<file path="src/hw/rtl/magr_mul.sv">
module magr_mul
(
    input  logic               clk,
    input  logic signed [33:0] a,
    input  logic signed [33:0] b,
    output logic signed [67:0] p
);

    logic signed [67:0] p_reg;

    always_ff @(posedge clk)
    begin
        p_reg <= a * b;
    end

    assign p = p_reg;

endmodule

</file>
<file path="config.mk">
export PLATFORM = sky130hd
export DESIGN_NAME = magr_mul
export DESIGN_NICKNAME = d
export VERILOG_FILES = /design/src/hw/rtl/magr_mul.sv
export SDC_FILE = /design/constraint.sdc
export NUM_CORES = 2
export LEC_CHECK = 0
export BUFFER_PORTS_ARGS = -buffer_cell sky130_fd_sc_hd__buf_2
export CAP_MARGIN = 20
export CORE_ASPECT_RATIO = 1.5
export CORE_UTILIZATION = 55
export DETAILED_ROUTE_END_ITERATION = 16
export PLACE_DENSITY = 0.82
export SLEW_MARGIN = 15
export SYNTH_ARGS = -nofsm -noshare
export SYNTH_HDL_FRONTEND = slang
export SYNTH_SLANG_ARGS = --single-unit
</file>
<file path="constraint.sdc">
create_clock -name clk -period 10.95 [get_ports clk]
set_input_delay 1.095 -clock clk [delete_from_list [all_inputs] [get_ports clk]]
set_output_delay 1.095 -clock clk [all_outputs]
set_load 0.03 [all_outputs]
</file>
==> flow_summary.toml <==
[status]
status = "complete, no violations"

[cells_and_area]
layout_common_cells = "fa_1, inv_1, and2_1"
drive_gt1_frac = 0.04642
final_core_util = 0.5759
final_common_cell = "fa_1"
filler_cell_count = 6479
largest_register_ffs = 68
finalNetCount = 6011
syn2layout_area_growth_pct = 3.617
stdcell_count = 5521

[critical_path]
end_kind = "flip-flop"
worst-path-buf-inv = 5
crit_start = "b[11]"
slowest_delay_ps = 730
endpoint = "p[67]$_DFF_P_"
required_ps = 11240
path_max_fanout = 34
critPathLaunchType = "primary input"
cp_common_cell = "fa_1"
crit_cells = 25
worstPathArrival_ps = 9490
critical_path.slowest_cell = "fa_1"
criticalPathCategory = "in2reg"
cpLargestDelayFamily = "adder cells"

[sta]
rsz0062_at_grt = "no"
hold_ws_ps = 1281
hold_viol = 0
fin_crit_sh = 0.8398
slew_viol_final = 0
worst_pin_slew_ps = 1019
setup_violations = 0
tns_ps = 0
period_minus_slack_ps = 9196
fmax_mhz = 108.7
relSlewSlack = 0.3207

[clock_network]
post_cts_buffers = 0
cts.clk_slew.worst_paths_ps = 70
cts_tree = "built"
cts.htree.levels = 3
holdBufCountCts = 0
root_buffer = "clkbuf_16"
clk_path_buf_depth = 2
clock_sinks = 68
cts_buffers = 9
post_cts_resize_count = 0

[placed_design]
portBuffers = 136
gp_congestion = 0.9398
dp_hpwl_um = 93980
dpl.cell_count = 5501

[global_routing]
grt-ovfl-total = 0
grt_max_degree = 35
grt_pass1_wl_um = 191600
antenna_found_initial = 11
grtUsageTotal = 0.3225
grt_pass1_vias = 35804

[logic_synthesis]
ys_seq_elements = 68
synth-xor-area-share = 0.01608
postSynthAreaPerCell_um2 = 9.448
synth_flop_cell = "dfxtp_1"
syn_area_um2 = 43030
synthDistinctLibCells = 69
ys_async_sr_fraction = 0
synth_fa_ha_area_frac = 0.6367
synth_top_family_by_area = "adder cells"
synth-edff-count = 0
ys_warn_count = 0
synth_nets = 6068
synth_mux_area_frac = 0
synth_cells = 4554
synth_compound_area_frac = 0.03347
yosysSeqAreaShare = 0.03164
yosys.area_share.simple = 0.1537

[drt]
routed_via_density = 5.652
drc_errors = 0
wl_um = 119800
drt_iter0_drc = 2081
vias = 31207
wire_per_inst_um = 21.70
dr.pass1.iters = 5
antenna_left = 0

[floorplanning]
die_x_um = 230.4
ioPinCount = 137
die_h_um = 344.6
rows = 125
start_util = 0.5558
coreArea_um2 = 77420
die_area_um2 = 79380

[worst_hold_path]
hp-class = "in2reg"

[run]
cap_violations = 0
==> layer usage <==
| layer | GRT usage | wire [um] | up-vias |
|---|---|---|---|
| li1 | - | - | 12677 |
| met1 | 0.3340 | 36670 | 16235 |
| met2 | 0.5690 | 62260 | 1655 |
| met3 | 0.06093 | 9470 | 636 |
| met4 | 0.2628 | 11350 | 4 |
| met5 | 0 | 29 | - |
==> cell type report <==
class                      instances  area, um^2  share of cell area
clock inverter                     7       82.58            0.001852
antenna                            3       7.507           0.0001684
multi-input combinational       3026       36140              0.8107
sequential                        68        1361             0.03053
tap                             1016        1271             0.02851
clock buffer                       9       225.2            0.005051
inverter                        1232        4624              0.1037
timing repair buffer             160       868.3             0.01948
==> synth_stat cells (5+ instances only) <==
cell	instances	share of area
fa_1	1241	0.58
inv_1	1231	0.11
and2_1	621	0.090
nand2_1	542	0.047
clkbuf_1	214	0.019
ha_1	204	0.059
dfxtp_1	68	0.032
a21oi_1	61	0.0071
xnor2_1	56	0.011
nor2_1	54	0.0047
a21o_1	37	0.0065
o21ai_0	31	0.0036
xor2_1	23	0.0047
nand2b_1	20	0.0029
o21bai_1	12	0.0021
nand3_1	11	0.0013
nand4_1	11	0.0016
nor2b_1	9	0.0013
a31oi_1	7	0.0010
o21ai_1	7	0.00081
a211oi_1	6	0.0010
and3_1	5	0.00073
nor3_1	5	0.00058
==> stage by stage <==
step | cell area (um^2) | setup WS (ps)
after floorplan | 43030 | 2365
after global placement | 44250 | 1458
after detailed placement | 44250 | 1355
after CTS | 44560 | 1749
after global routing | 44580 | 1521
final | 44580 | 1754
==> how the worst min path moves through the flow <==
stage | start | end | slack [ps] | cells after the start
5_1_grt | b[0] | p[0]$_DFF_P_ | 1310 | 2
6_report | b[0] | p[0]$_DFF_P_ | 1280 | 2
3_3_place_gp | p[27]$_DFF_P_ | p[27] | 1530 | 1
4_1_cts | b[0] | p[0]$_DFF_P_ | 1260 | 2
3_5_place_dp | p[23]$_DFF_P_ | p[23] | 1530 | 1
2_1_floorplan | a[0] | p[0]$_DFF_P_ | 1220 | 1
==> logic make-up after synthesis <==
family | count (synthesis)
adders and majority gates | 1445
buffers and inverters | 1460
xor gates and xnor gates | 79
DFF | 68
AOI/OAI and AO/OA | 206
and+or+nand+nor | 1296
Power is not shown: default switching activity piles up to over one toggle a cycle in this logic, so the estimate is an artifact.
