==> config.mk <==
export PLATFORM = sky130hd
export DESIGN_NAME = magr_div
export DESIGN_NICKNAME = d
export VERILOG_FILES = /design/src/hw/rtl/magr_div.sv
export SDC_FILE = /design/constraint.sdc
export NUM_CORES = 1
export LEC_CHECK = 0
export BUFFER_PORTS_ARGS = -buffer_cell sky130_fd_sc_hd__buf_2
export CORE_MARGIN = 2
export CORE_UTILIZATION = 52
export DETAILED_ROUTE_END_ITERATION = 6
export PLACE_DENSITY = 0.81
export SYNTH_ARGS = -nofsm -noshare
export SYNTH_HDL_FRONTEND = slang
export SYNTH_SLANG_ARGS = --single-unit
==> constraint.sdc <==
create_clock -name clk -period 3.6 [get_ports clk]
set_input_delay 0.18 -clock clk [delete_from_list [all_inputs] [get_ports clk]]
set_output_delay 0.18 -clock clk [all_outputs]
set_load 0.005 [all_outputs]
==> src/hw/rtl/magr_div.sv <==
module magr_div
(
    input  logic               clk,
    input  logic               rst_n,
    input  logic               start,
    input  logic        [70:0] num_mag,
    input  logic        [20:0] den,
    output logic               done,
    output logic        [70:0] quo
);

    logic [70:0] q_reg, q_next;
    logic [21:0] r_reg, r_next;
    logic [6:0]  cnt_reg, cnt_next;
    logic        busy_reg, busy_next;
    logic        done_reg, done_next;
    logic [21:0] trial;

    always_comb
    begin
        q_next    = q_reg;
        r_next    = r_reg;
        cnt_next  = cnt_reg;
        busy_next = busy_reg;
        done_next = 1'b0;
        trial     = {r_reg[20:0], q_reg[70]};
        if (start)
        begin
            q_next    = num_mag;
            r_next    = '0;
            cnt_next  = 7'd71;
            busy_next = 1'b1;
        end
        else if (busy_reg)
        begin
            if (trial >= {1'b0, den})
            begin
                r_next = trial - {1'b0, den};
                q_next = {q_reg[69:0], 1'b1};
            end
            else
            begin
                r_next = trial;
                q_next = {q_reg[69:0], 1'b0};
            end
            cnt_next = cnt_reg - 7'd1;
            if (cnt_reg == 7'd1)
            begin
                busy_next = 1'b0;
                done_next = 1'b1;
            end
        end
    end

    always_ff @(posedge clk or negedge rst_n)
    begin
        if (!rst_n)
        begin
            busy_reg <= 1'b0;
            done_reg <= 1'b0;
            cnt_reg  <= '0;
        end
        else
        begin
            busy_reg <= busy_next;
            done_reg <= done_next;
            cnt_reg  <= cnt_next;
        end
    end

    always_ff @(posedge clk)
    begin
        q_reg <= q_next;
        r_reg <= r_next;
    end

    assign done = done_reg;
    assign quo  = q_reg;

endmodule

==> qor.tcl <==
set qor(run_status) {finished, final reports clean}
set qor(timing.rr.start) {quo[70]}
set qor(post_drt_wl_per_cell_um) 16.1
set qor(grt-ovfl-total) 0
set qor(path_clk_slew_ps) 110
set qor(synth_cell_types) 51
set qor(placeableCoreArea_sq_um) 10200
set qor(die_width_um) 106
set qor(drt_wl_total_um) 12100
set qor(antenna_found_initial) 0
set qor(type_of_the_worst_setup_path) {register to register}
set qor(design.portCount) 167
set qor(drtIter0Drc) 222
set qor(cpMaxStageDelayCell) {fa_1}
set qor(groute.usage.overall_pct) 21.8
set qor(critPathLaunchType) {register}
set qor(cts_root_buffer) {clkbuf_8}
set qor(critical_path.top_delay_family) {compound AO/OA/AOI/OAI gates}
set qor(die_h_um) 106
set qor(area_growth_pct) 21.1
set qor(setup.worst_path.end_class) {register}
set qor(post_layout_nonfiller_instances) 756
set qor(grt_start_max_net_pins) 67
set qor(critical_path.most_common_cell) {inv_1}
set qor(timing.max_cap.violations) 0
set qor(synth_seq_area_share_pct) 51.2
set qor(synth_edf_count) 71
set qor(post_synth_net_total) 572
set qor(count_of_tritonroute_iterations_in_the_first_routing_pass) 5
set qor(netlist_instances) 453
set qor(critical_path_data_required_time_ps) 3890
set qor(reg_to_reg_setup_timing_slack_ps) 370
set qor(vias) 4064
set qor(cts_tree) {built}
set qor(setup_tns_final_ps) 0
set qor(place.detailed.instances) 740
set qor(achievable-frequency_mhz) 309
set qor(static-leakage-power_uw) 0.00296
set qor(finish.instance_area_sq_um) 6560
set qor(slew-limit-headroom_pct) 45.8
set qor(cts.htree.levels) 3
set qor(drt-vias-per-instance) 5.38
set qor(avgSynthCellArea_sq_um) 12.0
set qor(fin_nets) 735
set qor(layout_cells_sized_above_1_pct) 42.6
set qor(portBuffers) 166
set qor(postSynth.topFlopCell) {edfxtp_1}
set qor(antennaDiodeCount) 0
set qor(hpwl_after_dpl_um) 9120
set qor(drcViolationCount) 0
set qor(worstPathCellList) {inv_1 -> ha_1 -> inv_1 -> fa_1 -> a21oi_1 -> o221ai_2 -> a311o_1 -> o21ai_2 -> o211a_1 -> buf_12 -> mux2_4 -> a211oi_2}
set qor(initial_core_util_pct) 53.0
set qor(worst_setup_path_startpoint) {quo[70]}
set qor(synth-async-reset-ratio_pct) 8.91
set qor(holdCritStartpoint) {num_mag[28]}
set qor(slowest_delay_ps) 420
set qor(min_period_over_period_pct) 89.9
set qor(ys_ff_latch) 101
set qor(timing.clock.skew_ps) 15.8
set qor(total_clock_buffers_created_by_cts) 9
set qor(ant_nets) 0
set qor(ir_worst_vdd_uv) 252
set qor(worstSkewPairLatency_ps) 360
set qor(largest_register_ffs) 71
set qor(critPathMaxFanout) 17
set qor(tightest_slew_ps) 813
set qor(cts-root-to-sink-buffers) 2
set qor(post_cts_resized) 0
set qor(min_path_type) {primary input to register}
set qor(die_ar_sq_um) 11300
set qor(global_placement_routability_congestion) 0.879
set qor(fill_cells) 808
set qor(p_per_area_nw_per_um2) 395
set qor(rows) 37
set qor(yosys_warnings) 0
set qor(global_route_wire_length_before_repair_um) 19500
set qor(clock_tree_sinks) 101
set qor(synth_area_sq_um) 5420
set qor(crit_buf_inv) 3
set qor(cp_arrival_ps) 3520
set qor(final_period_minus_worst_setup_slack_ps) 3230
set qor(hold_violation_count_in_the_final_report) 0
set qor(grt_pass1_vias) 4068
set qor(placed_cell_area_sq_um) 6370
set qor(final-max-slew-violation-count) 0
set qor(timing.final.setup_violations) 0
set qor(unrepaired_setup_endpoints_after_global_routing) {false}
==> cells by family (layout without fill, tap and decap cells) <==
group,Yosys count,in the layout,synth area share (%)
adder cells (fa/ha/maj),24,24,5.68
multiplexers,89,89,18.1
AND/OR/NAND/NOR,84,84,7.27
flip-flops,101,101,51.2
AO/OA/AOI/OAI,80,80,9.63
XOR/XNOR,25,25,4.04
buffers and inverters,50,217,3.99
==> layout make-up <==
type,instances,area (sq um),share of cell area (%)
Sequential cell,101,2780,42.3
Timing Repair Buffer,172,893,13.6
Multi-Input combinational cell,302,2430,37.0
Clock buffer,9,124,1.89
Tap cell,136,170,2.59
Clock inverter,6,58.8,0.896
Inverter,30,113,1.72
==> where the power goes <==
part	internal (uW)	switching (uW)	leakage, uW
sequential	1360	57.6	0.00103
combinational	265	238	0.00185
clock	261	413	0.0000890
==> stage by stage <==
step                      utilization [%]  power (uW)  worst slack, ps  hold slack [ps]
after CTS                            64.1        2620              372             84.7
after global placement               62.3        1930              485             36.3
after floorplan                         -        1740              870             -116
final                                64.1        2590              365              105
after detailed placement             62.3        1940              386             38.1
after global routing                 64.1        2720              178             93.8
==> what timing repair did <==
item                                   4_1_cts  5_1_grt
hold buffers                                 1        0
endpoints found under the hold margin        9        0
buffers inserted                             0        0
==> layer usage <==
metal	share of wire [%]	global-route usage [%]
met2	51	38.7
met5	0	0
met3	5.4	4.41
met1	42	26.4
met4	2.1	7.61
==> cells in the mapped netlist, drive strengths merged, types with 2 or more instances <==
| cell type | count | area (sq um) |
|---|---|---|
| dfrtp | 9 | 225 |
| nor2 | 24 | 90.1 |
| inv | 30 | 113 |
| a31oi | 3 | 18.8 |
| nand4b | 4 | 35.0 |
| a211oi | 12 | 95.1 |
| o21ai | 21 | 109 |
| mux2i | 18 | 180 |
| ha | 23 | 288 |
| o211ai | 5 | 37.5 |
| o21a | 3 | 22.5 |
| xnor2 | 11 | 96.3 |
| buf | 13 | 77.6 |
| a21o | 2 | 15.0 |
| o221ai | 2 | 23.8 |
| a311o | 2 | 20.0 |
| nand2b | 4 | 25.0 |
| nor3 | 4 | 20.0 |
| edfxtp | 71 | 2130 |
| nand3 | 6 | 30.0 |
| xor2 | 14 | 123 |
| or3b | 2 | 17.5 |
| nand2 | 31 | 116 |
| clkbuf | 7 | 26.3 |
| nand4 | 3 | 18.8 |
| mux2 | 71 | 803 |
| a21oi | 22 | 114 |
| dfxtp | 21 | 420 |
| o31ai | 2 | 15.0 |
==> worst paths after layout <==
path	end	cells past startpoint
max	r_reg[0]	12
min	quo[28]	2
max reg2reg	r_reg[0]	12
min reg2reg	r_reg[20]	2
max in group asynchronous	cnt_reg[0]	2
min in group asynchronous	cnt_reg[5]	2
==> placed cells by master (no fill, tap or decap), types with 4 or more instances in the layout <==
master    count
nor3_1        4
nor2_1       24
xor2_1       14
nand4b_1      4
o211ai_1      5
dfxtp_1      21
clkbuf_8      9
nand3_1       6
inv_1        29
mux2i_1      18
edfxtp_1     71
mux2_2       70
ha_1         23
buf_4         5
o21ai_0      20
buf_2       165
dfrtp_1       9
xnor2_1      11
nand2b_1      4
a211oi_1     11
a21oi_1      21
nand2_1      31
Power figures use the tool's default switching activity.
